--- src/rtl/hpe_pkg.sv ---
// Shared types and constants for the Horner polynomial evaluator.
package hpe_pkg;

  // Fixed widths of the data path.
  localparam int DATA_W = 32;
  localparam int ACC_W  = 66;

  // Register map: paddr[2] selects the register word.
  localparam logic REG_DEGREE = 1'b0;

  // Input item commands.
  typedef enum logic [1:0] {
    CMD_LOAD  = 2'd0,
    CMD_REAL  = 2'd1,
    CMD_DERIV = 2'd2,
    CMD_CPLX  = 2'd3
  } cmd_t;

  // Controller states.
  typedef enum logic [2:0] {
    ST_IDLE,
    ST_INIT,
    ST_MUL,
    ST_ACC,
    ST_CLAMP,
    ST_DONE
  } state_t;

  // Multiplier operand selects.
  typedef enum logic [1:0] {
    OPA_VAL,
    OPA_IM,
    OPA_DER
  } opa_t;

  typedef enum logic {
    OPB_X,
    OPB_Y
  } opb_t;

  // Command group from the controller to the datapath.
  typedef struct packed {
    logic capture;   // latch the evaluation point
    logic wr_en;     // write one coefficient
    logic rd_en;     // read one coefficient
    logic start;     // load the leading coefficient, clear the others
    logic mul_go;    // issue one product
    opa_t mul_a;
    opb_t mul_b;
    logic acc_sel_b; // product goes to accumulator B
    logic acc_sub;   // product is subtracted
    logic acc_init;  // preset both accumulators for a new step
    logic clamp;     // saturate accumulators into the working values
    logic out_load;  // move the working values into the result register
    cmd_t mode;
  } ctl_t;

endpackage

--- src/rtl/hpe_ifs.sv ---
// Valid/ready channel interfaces for input and result items.
interface hpe_in_if;
  logic               valid;
  logic               ready;
  logic [1:0]         cmd;
  logic [3:0]         coeff_index;
  logic signed [31:0] coeff_value;
  logic signed [31:0] x_re;
  logic signed [31:0] x_im;

  modport source (output valid, cmd, coeff_index, coeff_value, x_re, x_im, input ready);
  modport sink   (input valid, cmd, coeff_index, coeff_value, x_re, x_im, output ready);
endinterface

interface hpe_out_if;
  logic               valid;
  logic               ready;
  logic signed [31:0] value_re;
  logic signed [31:0] value_im;
  logic signed [31:0] slope;
  logic               overflow;

  modport source (output valid, value_re, value_im, slope, overflow, input ready);
  modport sink   (input valid, value_re, value_im, slope, overflow, output ready);
endinterface

--- src/rtl/hpe_ctrl.sv ---
// Controller state machine that sequences Horner steps and product issue.
module hpe_ctrl #(
  parameter int MAX_ORDER = 15,
  parameter int IDX_W     = 4
) (
  input  logic              clk,
  input  logic              rst_n,
  input  logic [3:0]        degree,
  input  logic              in_valid,
  input  logic [1:0]        in_cmd,
  input  logic [3:0]        in_coeff_index,
  output logic              in_ready,
  input  logic              out_ready,
  output logic              out_valid,
  output hpe_pkg::ctl_t     ctl,
  output logic [IDX_W-1:0]  rd_addr,
  output logic [IDX_W-1:0]  wr_addr
);

  hpe_pkg::state_t state_r, state_nxt;
  hpe_pkg::cmd_t   mode_r, mode_nxt;
  hpe_pkg::cmd_t   in_cmd_e;
  logic [IDX_W-1:0] i_r, i_nxt;
  logic [1:0]       k_r, k_nxt, k_last;
  logic [IDX_W-1:0] n_eff;
  logic             accept, idx_ok, out_free, out_valid_r, out_valid_nxt;

  assign in_cmd_e = hpe_pkg::cmd_t'(in_cmd);
  assign accept   = in_valid && in_ready;
  assign out_free = !out_valid_r || out_ready;
  assign idx_ok   = ({5'b0, in_coeff_index} <= 9'(MAX_ORDER));
  assign wr_addr  = IDX_W'(in_coeff_index);
  assign out_valid = out_valid_r;

  // A degree above MAX_ORDER acts as the top of the store.
  always_comb begin
    if ({5'b0, degree} > 9'(MAX_ORDER)) begin
      n_eff = IDX_W'(MAX_ORDER);
    end else begin
      n_eff = IDX_W'(degree);
    end
  end

  // Index of the last product of one step for each mode.
  always_comb begin
    unique case (mode_r)
      hpe_pkg::CMD_DERIV: k_last = 2'd1;
      hpe_pkg::CMD_CPLX:  k_last = 2'd3;
      default:            k_last = 2'd0;
    endcase
  end

  // Next state and counters.
  always_comb begin
    state_nxt = state_r;
    mode_nxt  = mode_r;
    i_nxt     = i_r;
    k_nxt     = k_r;
    unique case (state_r)
      hpe_pkg::ST_IDLE: begin
        if (accept && in_cmd_e != hpe_pkg::CMD_LOAD) begin
          state_nxt = hpe_pkg::ST_INIT;
          mode_nxt  = in_cmd_e;
          i_nxt     = n_eff;
        end
      end
      hpe_pkg::ST_INIT, hpe_pkg::ST_CLAMP: begin
        if (i_r == '0) begin
          state_nxt = hpe_pkg::ST_DONE;
        end else begin
          state_nxt = hpe_pkg::ST_MUL;
          i_nxt     = i_r - 1'b1;
          k_nxt     = 2'd0;
        end
      end
      hpe_pkg::ST_MUL: begin
        if (k_r == k_last) begin
          state_nxt = hpe_pkg::ST_ACC;
        end else begin
          k_nxt = k_r + 2'd1;
        end
      end
      hpe_pkg::ST_ACC: state_nxt = hpe_pkg::ST_CLAMP;
      hpe_pkg::ST_DONE: begin
        if (out_free) begin
          state_nxt = hpe_pkg::ST_IDLE;
        end
      end
      default: state_nxt = hpe_pkg::ST_IDLE;
    endcase
  end

  // Command outputs for the datapath.
  always_comb begin
    ctl           = '0;
    ctl.mode      = mode_r;
    ctl.mul_a     = hpe_pkg::OPA_VAL;
    ctl.mul_b     = hpe_pkg::OPB_X;
    in_ready      = 1'b0;
    rd_addr       = i_r - 1'b1;
    out_valid_nxt = out_valid_r && !out_ready;
    unique case (state_r)
      hpe_pkg::ST_IDLE: begin
        in_ready = 1'b1;
        rd_addr  = n_eff;
        if (accept) begin
          if (in_cmd_e == hpe_pkg::CMD_LOAD) begin
            ctl.wr_en = idx_ok;
          end else begin
            ctl.capture = 1'b1;
            ctl.rd_en   = 1'b1;
          end
        end
      end
      hpe_pkg::ST_INIT: begin
        ctl.start = 1'b1;
        ctl.rd_en = (i_r != '0);
      end
      hpe_pkg::ST_MUL: begin
        ctl.mul_go   = 1'b1;
        ctl.acc_init = (k_r == 2'd0);
        unique case (mode_r)
          hpe_pkg::CMD_DERIV: begin
            if (k_r == 2'd0) begin
              ctl.mul_a     = hpe_pkg::OPA_DER;
              ctl.acc_sel_b = 1'b1;
            end
          end
          hpe_pkg::CMD_CPLX: begin
            unique case (k_r)
              2'd1: begin
                ctl.mul_a   = hpe_pkg::OPA_IM;
                ctl.mul_b   = hpe_pkg::OPB_Y;
                ctl.acc_sub = 1'b1;
              end
              2'd2: begin
                ctl.mul_b     = hpe_pkg::OPB_Y;
                ctl.acc_sel_b = 1'b1;
              end
              2'd3: begin
                ctl.mul_a     = hpe_pkg::OPA_IM;
                ctl.acc_sel_b = 1'b1;
              end
              default: ;
            endcase
          end
          default: ;
        endcase
      end
      hpe_pkg::ST_ACC: ;
      hpe_pkg::ST_CLAMP: begin
        ctl.clamp = 1'b1;
        ctl.rd_en = (i_r != '0);
      end
      hpe_pkg::ST_DONE: begin
        if (out_free) begin
          ctl.out_load  = 1'b1;
          out_valid_nxt = 1'b1;
        end
      end
      default: ;
    endcase
  end

  // State and counter registers.
  always_ff @(posedge clk) begin
    if (!rst_n) begin
      state_r     <= hpe_pkg::ST_IDLE;
      mode_r      <= hpe_pkg::CMD_REAL;
      i_r         <= '0;
      k_r         <= 2'd0;
      out_valid_r <= 1'b0;
    end else begin
      state_r     <= state_nxt;
      mode_r      <= mode_nxt;
      i_r         <= i_nxt;
      k_r         <= k_nxt;
      out_valid_r <= out_valid_nxt;
    end
  end

endmodule

--- src/rtl/hpe_datapath.sv ---
// Coefficient store, shared multiplier, accumulators and result register.
module hpe_datapath #(
  parameter int MAX_ORDER = 15,
  parameter int FRAC_BITS = 16,
  parameter int IDX_W     = 4
) (
  input  logic               clk,
  input  logic               rst_n,
  input  hpe_pkg::ctl_t      ctl,
  input  logic [IDX_W-1:0]   rd_addr,
  input  logic [IDX_W-1:0]   wr_addr,
  input  logic signed [31:0] in_coeff_value,
  input  logic signed [31:0] in_x_re,
  input  logic signed [31:0] in_x_im,
  output logic signed [31:0] res_re,
  output logic signed [31:0] res_im,
  output logic signed [31:0] res_slope,
  output logic               res_ovf
);

  localparam int DEPTH = MAX_ORDER + 1;
  localparam int AW    = hpe_pkg::ACC_W;
  localparam logic [63:0] RND_MASK = (FRAC_BITS > 0) ? (64'd1 << (FRAC_BITS - 1)) : 64'd0;

  logic signed [31:0] mem [DEPTH];
  logic [DEPTH-1:0]   vld_r;
  logic signed [31:0] rdata_r;
  logic               rvld_r;
  logic signed [31:0] coef;

  logic signed [31:0] x_r, y_r, val_r, im_r, der_r;
  logic signed [31:0] op_a, op_b;
  logic signed [63:0] prod, prod_r;
  logic               go_r, sel_b_r, sub_r, ovf_r;
  logic [AW-1:0]      acc_a_r, acc_b_r, acc_src, s_ext, addend, acc_sum;
  logic               rbit, cin;
  logic [32:0]        sat_a, sat_b;

  logic signed [31:0] res_re_r, res_im_r, res_slope_r;
  logic               res_ovf_r;

  // Saturate a wide sum to 32 bits; bit 32 flags saturation.
  function automatic logic [32:0] sat32(input logic [AW-1:0] v);
    logic same;
    same = (&v[AW-1:31]) || !(|v[AW-1:31]);
    if (same) begin
      sat32 = {1'b0, v[31:0]};
    end else if (v[AW-1]) begin
      sat32 = {1'b1, 32'h8000_0000};
    end else begin
      sat32 = {1'b1, 32'h7FFF_FFFF};
    end
  endfunction

  // Coefficient store with registered read.
  always_ff @(posedge clk) begin
    if (ctl.wr_en) begin
      mem[wr_addr] <= in_coeff_value;
    end
    if (ctl.rd_en) begin
      rdata_r <= mem[rd_addr];
    end
  end

  // Per-entry written flags; an entry never written reads as zero.
  always_ff @(posedge clk) begin
    if (!rst_n) begin
      vld_r  <= '0;
      rvld_r <= 1'b0;
    end else begin
      if (ctl.wr_en) begin
        vld_r[wr_addr] <= 1'b1;
      end
      if (ctl.rd_en) begin
        rvld_r <= vld_r[rd_addr];
      end
    end
  end

  assign coef = rvld_r ? rdata_r : 32'sd0;

  // Operand selection for the shared multiplier.
  always_comb begin
    unique case (ctl.mul_a)
      hpe_pkg::OPA_IM:  op_a = im_r;
      hpe_pkg::OPA_DER: op_a = der_r;
      default:          op_a = val_r;
    endcase
    unique case (ctl.mul_b)
      hpe_pkg::OPB_Y: op_b = y_r;
      default:        op_b = x_r;
    endcase
  end

  assign prod = op_a * op_b;

  // Round half up folded into the accumulate: floor(p/2^F) plus bit F-1 of p.
  // Subtraction uses the inverted term with the inverted rounding bit as carry.
  always_comb begin
    s_ext   = AW'(prod_r >>> FRAC_BITS);
    rbit    = |(prod_r & RND_MASK);
    addend  = sub_r ? ~s_ext : s_ext;
    cin     = sub_r ? !rbit : rbit;
    acc_src = sel_b_r ? acc_b_r : acc_a_r;
    acc_sum = acc_src + addend + AW'(cin);
  end

  assign sat_a = sat32(acc_a_r);
  assign sat_b = sat32(acc_b_r);

  // Product register and its accumulate tag.
  always_ff @(posedge clk) begin
    if (!rst_n) begin
      go_r <= 1'b0;
    end else begin
      go_r <= ctl.mul_go;
    end
  end

  always_ff @(posedge clk) begin
    if (ctl.mul_go) begin
      prod_r  <= prod;
      sel_b_r <= ctl.acc_sel_b;
      sub_r   <= ctl.acc_sub;
    end
  end

  // Accumulators: preset at the start of a step, then one product a cycle.
  always_ff @(posedge clk) begin
    if (ctl.acc_init) begin
      acc_a_r <= {{(AW-32){coef[31]}}, coef};
      if (ctl.mode == hpe_pkg::CMD_DERIV) begin
        acc_b_r <= {{(AW-32){val_r[31]}}, val_r};
      end else begin
        acc_b_r <= '0;
      end
    end else if (go_r) begin
      if (sel_b_r) begin
        acc_b_r <= acc_sum;
      end else begin
        acc_a_r <= acc_sum;
      end
    end
  end

  // Evaluation point and working values.
  always_ff @(posedge clk) begin
    if (ctl.capture) begin
      x_r <= in_x_re;
      y_r <= in_x_im;
    end
    if (ctl.start) begin
      val_r <= coef;
      im_r  <= 32'sd0;
      der_r <= 32'sd0;
      ovf_r <= 1'b0;
    end else if (ctl.clamp) begin
      val_r <= sat_a[31:0];
      unique case (ctl.mode)
        hpe_pkg::CMD_DERIV: begin
          der_r <= sat_b[31:0];
          ovf_r <= ovf_r | sat_a[32] | sat_b[32];
        end
        hpe_pkg::CMD_CPLX: begin
          im_r  <= sat_b[31:0];
          ovf_r <= ovf_r | sat_a[32] | sat_b[32];
        end
        default: ovf_r <= ovf_r | sat_a[32];
      endcase
    end
  end

  // Result register, loaded once the result channel has room.
  always_ff @(posedge clk) begin
    if (ctl.out_load) begin
      res_re_r    <= val_r;
      res_im_r    <= im_r;
      res_slope_r <= der_r;
      res_ovf_r   <= ovf_r;
    end
  end

  assign res_re    = res_re_r;
  assign res_im    = res_im_r;
  assign res_slope = res_slope_r;
  assign res_ovf   = res_ovf_r;

endmodule

--- src/rtl/horner_poly_evaluator_unit.sv ---
// Top level of the Horner polynomial evaluator with its register port.
//
//  Channel   Dir   Handshake            Content
//  in_ch     in    valid/ready          cmd, coeff_index, coeff_value, x_re, x_im
//  out_ch    out   valid/ready          value_re, value_im, slope, overflow
//  APB       in    psel/penable/pready  degree register at byte address 0
//
// A load item is written to the store as it is taken. An evaluation of degree
// n runs n Horner steps of one product for a real point, two with the
// derivative and four for a complex point; one shared 32x32 multiplier issues
// one product a cycle, and each Horner step waits for its saturated results.
// Reset is synchronous and clears the degree register, the store flags and the controller.
// A full result register holds the controller until out_ch takes the item.
module horner_poly_evaluator_unit #(
  parameter int MAX_ORDER = 15,
  parameter int FRAC_BITS = 16
) (
  input  logic        clk,
  input  logic        rst_n,
  hpe_in_if.sink      in_ch,
  hpe_out_if.source   out_ch,
  input  logic        psel,
  input  logic        penable,
  input  logic        pwrite,
  input  logic [2:0]  paddr,
  input  logic [31:0] pwdata,
  output logic [31:0] prdata,
  output logic        pready
);

  localparam int IDX_W = (MAX_ORDER > 0) ? $clog2(MAX_ORDER + 1) : 1;

  logic [3:0]       degree_r;
  logic             cfg_wr;
  hpe_pkg::ctl_t    ctl;
  logic [IDX_W-1:0] rd_addr, wr_addr;

  // Configuration register.
  assign pready = 1'b1;
  assign cfg_wr = psel && penable && pwrite && pready && (paddr[2] == hpe_pkg::REG_DEGREE);
  assign prdata = (paddr[2] == hpe_pkg::REG_DEGREE) ? {28'd0, degree_r} : 32'd0;

  always_ff @(posedge clk) begin
    if (!rst_n) begin
      degree_r <= 4'd0;
    end else if (cfg_wr) begin
      degree_r <= pwdata[3:0];
    end
  end

  hpe_ctrl #(
    .MAX_ORDER(MAX_ORDER),
    .IDX_W    (IDX_W)
  ) u_ctrl (
    .clk           (clk),
    .rst_n         (rst_n),
    .degree        (degree_r),
    .in_valid      (in_ch.valid),
    .in_cmd        (in_ch.cmd),
    .in_coeff_index(in_ch.coeff_index),
    .in_ready      (in_ch.ready),
    .out_ready     (out_ch.ready),
    .out_valid     (out_ch.valid),
    .ctl           (ctl),
    .rd_addr       (rd_addr),
    .wr_addr       (wr_addr)
  );

  hpe_datapath #(
    .MAX_ORDER(MAX_ORDER),
    .FRAC_BITS(FRAC_BITS),
    .IDX_W    (IDX_W)
  ) u_datapath (
    .clk           (clk),
    .rst_n         (rst_n),
    .ctl           (ctl),
    .rd_addr       (rd_addr),
    .wr_addr       (wr_addr),
    .in_coeff_value(in_ch.coeff_value),
    .in_x_re       (in_ch.x_re),
    .in_x_im       (in_ch.x_im),
    .res_re        (out_ch.value_re),
    .res_im        (out_ch.value_im),
    .res_slope     (out_ch.slope),
    .res_ovf       (out_ch.overflow)
  );

  // A load item leaves the block ready for the next item.
  a_load_ready: assert property (@(posedge clk) disable iff (!rst_n)
    (in_ch.valid && in_ch.ready && in_ch.cmd == hpe_pkg::CMD_LOAD) |=> in_ch.ready)
    else $error("block busy after a load item");

  // An evaluate item makes the block busy on the next cycle.
  a_eval_busy: assert property (@(posedge clk) disable iff (!rst_n)
    (in_ch.valid && in_ch.ready && in_ch.cmd != hpe_pkg::CMD_LOAD) |=> !in_ch.ready)
    else $error("block still ready after an evaluate item");

  // A new result never overwrites one that is still waiting.
  a_no_overwrite: assert property (@(posedge clk) disable iff (!rst_n)
    ctl.out_load |-> (!out_ch.valid || out_ch.ready))
    else $error("result register overwritten");

  // The store is written only by an accepted load item.
  a_store_write: assert property (@(posedge clk) disable iff (!rst_n)
    ctl.wr_en |-> (in_ch.valid && in_ch.ready && in_ch.cmd == hpe_pkg::CMD_LOAD))
    else $error("coefficient write without a load item");

endmodule

--- src/flat_wrapper.sv ---
// flat-port wrapper written by rule: the top's interface ports become plain ports
module horner_poly_evaluator_unit_flat 
#(
  parameter int MAX_ORDER = 15,
  parameter int FRAC_BITS = 16
)
  (clk, rst_n, psel, penable, pwrite, paddr, pwdata, prdata, pready, in_ch_valid, in_ch_cmd, in_ch_coeff_index, in_ch_coeff_value, in_ch_x_re, in_ch_x_im, in_ch_ready, out_ch_valid, out_ch_value_re, out_ch_value_im, out_ch_slope, out_ch_overflow, out_ch_ready);
  hpe_in_if in_ch_i ();
  hpe_out_if out_ch_i ();
  input  logic clk;
  input  logic rst_n;
  input  logic psel;
  input  logic penable;
  input  logic pwrite;
  input  logic [2:0] paddr;
  input  logic [31:0] pwdata;
  output logic [31:0] prdata;
  output logic pready;
  input wire logic [$bits(in_ch_i.valid)-1:0] in_ch_valid;
  input wire logic [$bits(in_ch_i.cmd)-1:0] in_ch_cmd;
  input wire logic [$bits(in_ch_i.coeff_index)-1:0] in_ch_coeff_index;
  input wire logic [$bits(in_ch_i.coeff_value)-1:0] in_ch_coeff_value;
  input wire logic [$bits(in_ch_i.x_re)-1:0] in_ch_x_re;
  input wire logic [$bits(in_ch_i.x_im)-1:0] in_ch_x_im;
  output wire logic [$bits(in_ch_i.ready)-1:0] in_ch_ready;
  output wire logic [$bits(out_ch_i.valid)-1:0] out_ch_valid;
  output wire logic [$bits(out_ch_i.value_re)-1:0] out_ch_value_re;
  output wire logic [$bits(out_ch_i.value_im)-1:0] out_ch_value_im;
  output wire logic [$bits(out_ch_i.slope)-1:0] out_ch_slope;
  output wire logic [$bits(out_ch_i.overflow)-1:0] out_ch_overflow;
  input wire logic [$bits(out_ch_i.ready)-1:0] out_ch_ready;
  assign in_ch_i.valid = in_ch_valid;
  assign in_ch_i.cmd = in_ch_cmd;
  assign in_ch_i.coeff_index = in_ch_coeff_index;
  assign in_ch_i.coeff_value = in_ch_coeff_value;
  assign in_ch_i.x_re = in_ch_x_re;
  assign in_ch_i.x_im = in_ch_x_im;
  assign in_ch_ready = in_ch_i.ready;
  assign out_ch_valid = out_ch_i.valid;
  assign out_ch_value_re = out_ch_i.value_re;
  assign out_ch_value_im = out_ch_i.value_im;
  assign out_ch_slope = out_ch_i.slope;
  assign out_ch_overflow = out_ch_i.overflow;
  assign out_ch_i.ready = out_ch_ready;
  horner_poly_evaluator_unit #(.MAX_ORDER(MAX_ORDER), .FRAC_BITS(FRAC_BITS)) u_core (.clk(clk), .rst_n(rst_n), .in_ch(in_ch_i), .out_ch(out_ch_i), .psel(psel), .penable(penable), .pwrite(pwrite), .paddr(paddr), .pwdata(pwdata), .prdata(prdata), .pready(pready));
endmodule
--- config.mk ---
export PLATFORM = sky130hd
export DESIGN_NAME = horner_poly_evaluator_unit_flat
export DESIGN_NICKNAME = d
export VERILOG_FILES = /design/src/rtl/hpe_pkg.sv /design/src/rtl/hpe_ifs.sv /design/src/rtl/hpe_ctrl.sv /design/src/rtl/hpe_datapath.sv /design/src/rtl/horner_poly_evaluator_unit.sv /design/src/flat_wrapper.sv
export SDC_FILE = /design/constraint.sdc
export NUM_CORES = 2
export LEC_CHECK = 0
export BUFFER_PORTS_ARGS = -buffer_cell sky130_fd_sc_hd__buf_4
export CAP_MARGIN = 20
export CORE_MARGIN = 8
export CORE_UTILIZATION = 51
export CTS_BUF_LIST = sky130_fd_sc_hd__clkbuf_8
export DETAILED_ROUTE_END_ITERATION = 10
export HOLD_SLACK_MARGIN = 0.15
export PLACE_DENSITY = 0.68
export SLEW_MARGIN = 25
export SYNTH_ARGS = -nofsm -noshare
export SYNTH_HDL_FRONTEND = slang
export SYNTH_SLANG_ARGS = --single-unit
--- constraint.sdc ---
create_clock -name clk -period 25 [get_ports clk]
set_input_delay 3.75 -clock clk [delete_from_list [all_inputs] [get_ports clk]]
set_output_delay 3.75 -clock clk [all_outputs]
set_load 0.03 [all_outputs]
Word level (Yosys, flattened, before mapping):

Memory sizes are Yosys's and may differ from the RTL's. A register that Yosys moved wholly into a read port is not among the register bits.
Cells that the tools add are included.

* add/sub/neg operators: 4
* $mul: 1
* div/mod/pow operators: 0
* magnitude comparators: 3
* eq/ne operators: 19
* shifts and indexed selects: 0
* muxes and demuxes: 63
* bitwise gates (word level): 5
* reduce and logical (&&, ||, !) cells: 44

Operators with widths (count)
* 66-bit 2-to-1 mux: 9
* 32-bit 2-to-1 mux: 6
* 35-bit AND reduction: 2
* 35-bit OR reduction: 2
* 66-bit by 1-bit adder with 66-bit output: 1
* 66-bit adder: 1
* 33-bit 2-to-1 mux: 2
* 66-bit inverter: 1
* 32-bit by 32-bit multiplier with 64-bit output: 1
* 32-bit one-hot mux with 2 select lines: 1
* 1-bit 2-to-1 mux: 22
* 4-bit 2-to-1 mux: 4
* 16-bit OR: 1
* 3-bit 2-to-1 mux: 5
* 3-bit one-hot mux with 5 select lines: 1
* 2-bit one-hot mux with 2 select lines: 3
* 2-bit AND reduction: 6
* 2-bit nonzero test: 6
* 2-bit equality test (second input constant): 5
* 4-bit by 5-bit less-than comparator with 1-bit output (second input constant): 2
* 2-bit != test (second input constant): 5
* 2-bit OR reduction: 5
* 3-bit AND reduction: 3
* 2-bit 2-to-1 mux: 4
* other kinds (23): 41

* register bits after elaboration: 490
* latch bits: 0
* RAM bits: 512
* bits in read-only memories: 0
* bits of input ports: 144
* output and inout port bits: 132
* word-level logic and storage cells: 164
* memories: 1

Memories
* u_core.u_datapath.mem: words 16, bits a word 32, rd ports 1, clocked after Yosys merged registers in 1, wr ports 1, RTL line hpe_datapath.sv:25 `logic signed [31:0] mem [DEPTH];`

Depth between registers and ports, before layout:

* depth in word-level cells: 8
* mapped depth: 42
* gate-level depth less buffers: 34

By module:

Synthesis repeated with hierarchy kept, for this count alone.

* cell total of the unflattened synthesis: 6799
* area, all modules: 79332.3 um^2

By module, submodules not included
* hpe_datapath: times used 1, cells an instance 6622, area each 77931.0 um^2, seq. area each 29288.1 um^2
* hpe_ctrl: times used 1, cells an instance 123, area each 972.2 um^2, seq. area each 240.2 um^2
* horner_poly_evaluator_unit: times used 1, cells an instance 54, area each 429.2 um^2, seq. area each 80.1 um^2

Worst setup path after synthesis:

Ideal clock, no wire load.

* path type: register to register
* from: register u_core.u_ctrl.state_r[0]
* to: register u_core.u_datapath.prod_r[56] (data pin)
* library setup time: 176 ps
* arrival time: 11608 ps
* required time: 24824 ps
* path slack: 13216 ps
* cell stages (with the launch flop): 37
* path buffers: 8
* period minus slack after synthesis: 11784 ps
* cells stage by stage: dfxtp_1 buf_6 or3b_1 buf_2 inv_1 nand2_1 nor3_1 clkbuf_1 inv_1 ha_1 clkbuf_1 clkbuf_1 clkbuf_1 nand2_1 o21ai_1 clkbuf_1 nand2_1 inv_1 fa_1 fa_1 fa_1 fa_1 inv_1 fa_1 inv_1 fa_1 inv_1 fa_1 inv_1 fa_1 ha_1 nand3_1 or4_1 o21ba_1 buf_2 o211a_1 nor4_1

* cells in the longest elaborated chain, start to end: 5
* elaborated cells on any way between the ends: 7
* those cells by class: 1 x mul; 3 x eq/ne; 3 x mux

RTL lines
* start, declared: RTL line hpe_ctrl.sv:20 `hpe_pkg::state_t state_r, state_nxt;`
* start signal, assigned: RTL line hpe_ctrl.sv:168 `state_r <= hpe_pkg::ST_IDLE;`
* start signal, assigned: RTL line hpe_ctrl.sv:174 `state_r <= state_nxt;`
* 3-bit by 2-bit equality test with 1-bit output *: RTL line hpe_ctrl.sv:102 `unique case (state_r)`
* 7-bit 2-to-1 mux *: RTL line hpe_ctrl.sv:102
* 2-bit equality test / 2-bit by 1-bit equality test with 1-bit output (equally long branches): RTL line hpe_datapath.sv:84 `unique case (ctl.mul_a)`
* 32-bit one-hot mux with 2 select lines: RTL line hpe_datapath.sv:84
* 32-bit by 32-bit multiplier with 64-bit output *: RTL line hpe_datapath.sv:95 `assign prod = op_a * op_b;`
* via u_core.u_datapath.prod[56]: RTL line hpe_datapath.sv:33 `logic signed [63:0] prod, prod_r;`
* end signal, assigned: RTL line hpe_datapath.sv:122 `prod_r <= prod;`
* end, declared: RTL line hpe_datapath.sv:33

The timed path passes the listed nets; every way through them passes the cells marked *.
A chain may end at the register's enable or synchronous reset.

Worst setup path after layout:

* from: register u_core.u_ctrl.state_r[1]
* to: register u_core.u_datapath.prod_r[56] (data pin)

The elaborated chain is that of the path after synthesis.

==> impl_metrics.prom <==
# TYPE chip_impl_metric gauge
chip_impl_metric{name="worst-r2r-setup-slack",unit="ps"} 12090
chip_impl_info{name="final_cell_mix",value="1083 x sky130_fd_sc_hd__fa_1, 1027 x sky130_fd_sc_hd__inv_1, 920 x sky130_fd_sc_hd__edfxtp_1, 751 x sky130_fd_sc_hd__nand2_1, 682 x sky130_fd_sc_hd__nor2_1"} 1
chip_impl_metric{name="htreeDepth",unit=""} 4
chip_impl_metric{name="cts_resizes",unit=""} 0
chip_impl_metric{name="worst_ep_required_time",unit="ps"} 25630
chip_impl_metric{name="cts-root-to-sink-buffers",unit=""} 3
chip_impl_metric{name="avgViaCountPerCell",unit=""} 5.931
chip_impl_metric{name="async_reset_ff_share",unit="%"} 0
chip_impl_metric{name="sum_of_negative_setup_slack",unit="ps"} 0
chip_impl_info{name="hold_critical_path_endpoint",value="u_core.u_datapath.res_slope[14]"} 1
chip_impl_info{name="yosys_most_used_dff",value="sky130_fd_sc_hd__edfxtp_1"} 1
chip_impl_info{name="mostFrequentLayoutCell",value="sky130_fd_sc_hd__fa_1"} 1
chip_impl_info{name="run_status",value="complete, no violations"} 1
chip_impl_metric{name="cts.repair_timing.setup_buffer_count",unit=""} 0
chip_impl_metric{name="grt_remaining_overflow",unit=""} 0
chip_impl_metric{name="post_synth.cell_area_avg",unit="sq um"} 11.46
chip_impl_metric{name="final.fill_count",unit=""} 12970
chip_impl_info{name="unrepaired_setup_endpoints_after_global_routing",value="false"} 1
chip_impl_metric{name="die_height",unit="microns"} 411.1
chip_impl_info{name="timing.critical_path.max_delay_family",value="adder cells"} 1
chip_impl_metric{name="cts.sink_count",unit=""} 1019
chip_impl_metric{name="start_util",unit="%"} 51.14
chip_impl_metric{name="ios",unit=""} 276
chip_impl_info{name="cell_with_the_most_instances_on_the_worst_path",value="sky130_fd_sc_hd__fa_1"} 1
chip_impl_metric{name="seqCellArea",unit="sq um"} 29610
chip_impl_info{name="clock_tree_from_tritoncts",value="yes"} 1
chip_impl_metric{name="path_max_fanout",unit=""} 86
chip_impl_info{name="end_kind",value="flip-flop"} 1
chip_impl_info{name="start_kind",value="flip-flop"} 1
chip_impl_metric{name="firstDrtPassIters",unit=""} 7
chip_impl_metric{name="crit_arrival",unit="ps"} 13530
chip_impl_metric{name="drtAntennaViolNets",unit=""} 0
chip_impl_metric{name="hpwlAfterDp",unit="microns"} 166500
chip_impl_metric{name="synth-compound-area-share",unit="%"} 6.956
chip_impl_metric{name="ff2ff_path_depth",unit=""} 31
chip_impl_info{name="ctsRootBufferMaster",value="sky130_fd_sc_hd__clkbuf_8"} 1
chip_impl_metric{name="globalRouteTotalUtil",unit="%"} 27.66
chip_impl_metric{name="initialDrtViolationCount",unit=""} 5841
chip_impl_info{name="dominant_combinational_cell_family_by_area_after_synthesis",value="adder cells"} 1
chip_impl_metric{name="synth_cell_types",unit=""} 84
chip_impl_metric{name="wirelength",unit="microns"} 234000
chip_impl_metric{name="grt_pass1_wl",unit="microns"} 351100
chip_impl_metric{name="timing.slew.headroom",unit="%"} 23.12
chip_impl_metric{name="holdPathStages",unit=""} 0
chip_impl_metric{name="chipWidth",unit="microns"} 411.1
chip_impl_metric{name="clock_latency_on_the_worst_skew_pair",unit="ps"} 930
chip_impl_metric{name="finalSetupViolations",unit=""} 0
chip_impl_metric{name="final.period_utilization",unit="%"} 51.62
chip_impl_metric{name="timing.critical_path.buf_inv",unit=""} 11
chip_impl_metric{name="routed_wire_length_per_instance",unit="microns"} 25.17
chip_impl_metric{name="sequential_element_share_of_the_synthesized_area",unit="%"} 37.20
chip_impl_metric{name="share_of_cell_area_taken_by_muxes_after_synthesis",unit="%"} 5.921
chip_impl_metric{name="pin_slew_with_the_least_headroom_to_its_limit",unit="ps"} 1153
chip_impl_metric{name="antenna_violations_before_repair",unit=""} 9
chip_impl_info{name="hold_path.startpoint",value="u_core.u_datapath.der_r[14]"} 1
chip_impl_metric{name="share_of_final_layout_standard_cells_stronger_than_drive_strength_1",unit="%"} 12.51
chip_impl_metric{name="timing_max_transition_violations_final",unit=""} 0
chip_impl_info{name="crit_slowest_cell",value="sky130_fd_sc_hd__fa_1"} 1
chip_impl_metric{name="vias",unit=""} 55150
chip_impl_metric{name="io_buffer_count",unit=""} 216
chip_impl_metric{name="floorplan.die_area",unit="sq um"} 169000
chip_impl_metric{name="post_synth_instance_area",unit="sq um"} 79600
chip_impl_metric{name="gpl.final_weighted_congestion",unit=""} 0.9662
chip_impl_info{name="hp-class",value="flip-flop to flip-flop"} 1
chip_impl_info{name="setup.worst_path.class",value="flip-flop to flip-flop"} 1
chip_impl_metric{name="finClkSkew",unit="ps"} 64.31
chip_impl_info{name="reg2reg_from",value="u_core.u_ctrl.state_r[1]"} 1
chip_impl_metric{name="max_freq",unit="GHz"} 0.07749
chip_impl_metric{name="cts_hold_buf",unit=""} 0
chip_impl_metric{name="synthCells",unit=""} 6945
chip_impl_metric{name="cts-buffers-inserted",unit=""} 171
chip_impl_metric{name="cpPeakStageDelay",unit="ps"} 880
chip_impl_metric{name="post_synthesis_share_of_cell_area_spent_on_and_or_nand_and_nor_gates",unit="%"} 10.39
chip_impl_metric{name="cts.clk_slew.worst_paths",unit="ps"} 70
chip_impl_metric{name="multi_input_gate_area",unit="sq um"} 45290
chip_impl_metric{name="grt_pass1_vias",unit=""} 56630
chip_impl_metric{name="number_of_synthesized_flops_with_an_enable_pin",unit=""} 920
chip_impl_metric{name="area_overhead_vs_synth",unit="%"} 9.571
chip_impl_metric{name="synth_seq_cells",unit=""} 1019
chip_impl_metric{name="grt_start_max_net_pins",unit=""} 133
chip_impl_metric{name="final_nets",unit=""} 8575
chip_impl_metric{name="synth_xor_xnor_area_share",unit="%"} 1.739
chip_impl_metric{name="timing_hold_violations_final",unit=""} 0
chip_impl_metric{name="drv_cap",unit=""} 0
chip_impl_metric{name="finalCriticalPeriod",unit="ps"} 12910
chip_impl_metric{name="ys.warnings.count",unit=""} 0
chip_impl_metric{name="core_area",unit="sq um"} 155700
chip_impl_metric{name="drc",unit=""} 0
chip_impl_info{name="endpoint_of_the_worst_slack_reg_to_reg_timing_path",value="u_core.u_datapath.prod_r[56]"} 1
chip_impl_metric{name="rows",unit=""} 145
chip_impl_metric{name="arithmetic_cell_share_of_the_synthesized_area_counting_full_adders_half_adders_and_majority_gates",unit="%"} 31.18
-- cell type report --
cell class	instances	share of cell area, %
antenna	6	0.01721
clock buffer	185	2.919
clock inverter	124	1.013
inverter	973	4.189
multi-input combinational	4583	51.93
sequential	1019	33.95
tap	2058	2.952
timing repair buffer	349	3.033
-- how the worst max path moves through the flow --
stage,slack [ps],to,depth (start not counted),start
after floorplan,13220,u_core.u_datapath.prod_r[56],36,u_core.u_ctrl.state_r[0]
final,12090,u_core.u_datapath.prod_r[56],31,u_core.u_ctrl.state_r[1]
after global placement,12390,u_core.u_datapath.prod_r[56],31,u_core.u_ctrl.state_r[1]
after CTS,12120,u_core.u_datapath.prod_r[56],31,u_core.u_ctrl.state_r[1]
after global routing,11430,u_core.u_datapath.prod_r[56],31,u_core.u_ctrl.state_r[1]
after detailed placement,12140,u_core.u_datapath.prod_r[56],31,u_core.u_ctrl.state_r[1]
-- synthesized netlist by cell type, types with 20 or more instances --
cell type,count,area (sq um)
sky130_fd_sc_hd__nor2b_1,92,575.6
sky130_fd_sc_hd__a21o_1,80,600.6
sky130_fd_sc_hd__a211oi_1,110,825.8
sky130_fd_sc_hd__nand2_1,754,2830
sky130_fd_sc_hd__buf_4,29,217.7
sky130_fd_sc_hd__o31ai_1,44,330.3
sky130_fd_sc_hd__nor2_1,700,2628
sky130_fd_sc_hd__xor2_1,91,797.0
sky130_fd_sc_hd__mux2i_1,76,760.7
sky130_fd_sc_hd__o21ai_0,115,575.6
sky130_fd_sc_hd__and2_1,24,150.1
sky130_fd_sc_hd__nand4_1,61,381.6
sky130_fd_sc_hd__inv_1,972,3649
sky130_fd_sc_hd__buf_1,33,123.9
sky130_fd_sc_hd__o21ai_1,29,145.1
sky130_fd_sc_hd__a21oi_1,229,1146
sky130_fd_sc_hd__edfxtp_1,920,27630
sky130_fd_sc_hd__nand2b_1,20,125.1
sky130_fd_sc_hd__mux4_2,132,2973
sky130_fd_sc_hd__dfxtp_1,99,1982
sky130_fd_sc_hd__ha_1,251,3141
sky130_fd_sc_hd__xnor2_1,67,586.8
sky130_fd_sc_hd__clkbuf_1,332,1246
sky130_fd_sc_hd__fa_1,1083,21680
sky130_fd_sc_hd__a22oi_1,35,262.8
sky130_fd_sc_hd__nand3_1,120,600.6
sky130_fd_sc_hd__nor3_1,43,215.2
sky130_fd_sc_hd__o21bai_1,35,262.8
sky130_fd_sc_hd__or2_2,20,125.1
sky130_fd_sc_hd__and3_1,25,156.4
sky130_fd_sc_hd__mux2_2,87,979.7
sky130_fd_sc_hd__nor4_1,24,150.1
sky130_fd_sc_hd__o21a_1,69,518.0
-- logic make-up after synthesis --
kind of cell	count (synthesis)
AO/OA/AOI/OAI	842
XOR/XNOR	158
adder cells (fa/ha/maj)	1334
buffers and inverters	1370
flip-flops	1019
multiplexers	295
other	2
AND/OR/NAND/NOR	1925
-- through the flow --
step	hold slack [ps]	util, %	area, sq um	instances	worst slack [ps]
finish	451.6	56.03	87220	9297	12090
global placement	441.6	53.79	83740	8982	12390
CTS	449.7	56.01	87190	9291	12120
floorplan	424.6	-	79700	6972	13220
detailed placement	442.8	53.81	83760	8982	12140
global route	471.9	56.03	87210	9294	11430
-- state kept, by name, indices dropped and copies added (netlist names), 49 cells and up --
name and count:
u_core.u_datapath.acc_a_r 66, u_core.u_datapath.mem 512, u_core.u_datapath.prod_r 49, u_core.u_datapath.acc_b_r 66
-- metal layers --
layer | wire length, microns | GRT usage, % | up-vias
li1 | - | - | 23320
met1 | 87690 | 36.54 | 28000
met2 | 105400 | 42.35 | 3132
met3 | 27650 | 7.710 | 691
met4 | 13190 | 13.58 | 4
met5 | 29 | 0 | -
Power is left out: the tool's default activity adds up to more than one toggle a clock period on the data nets, which glitch-free logic cannot reach.
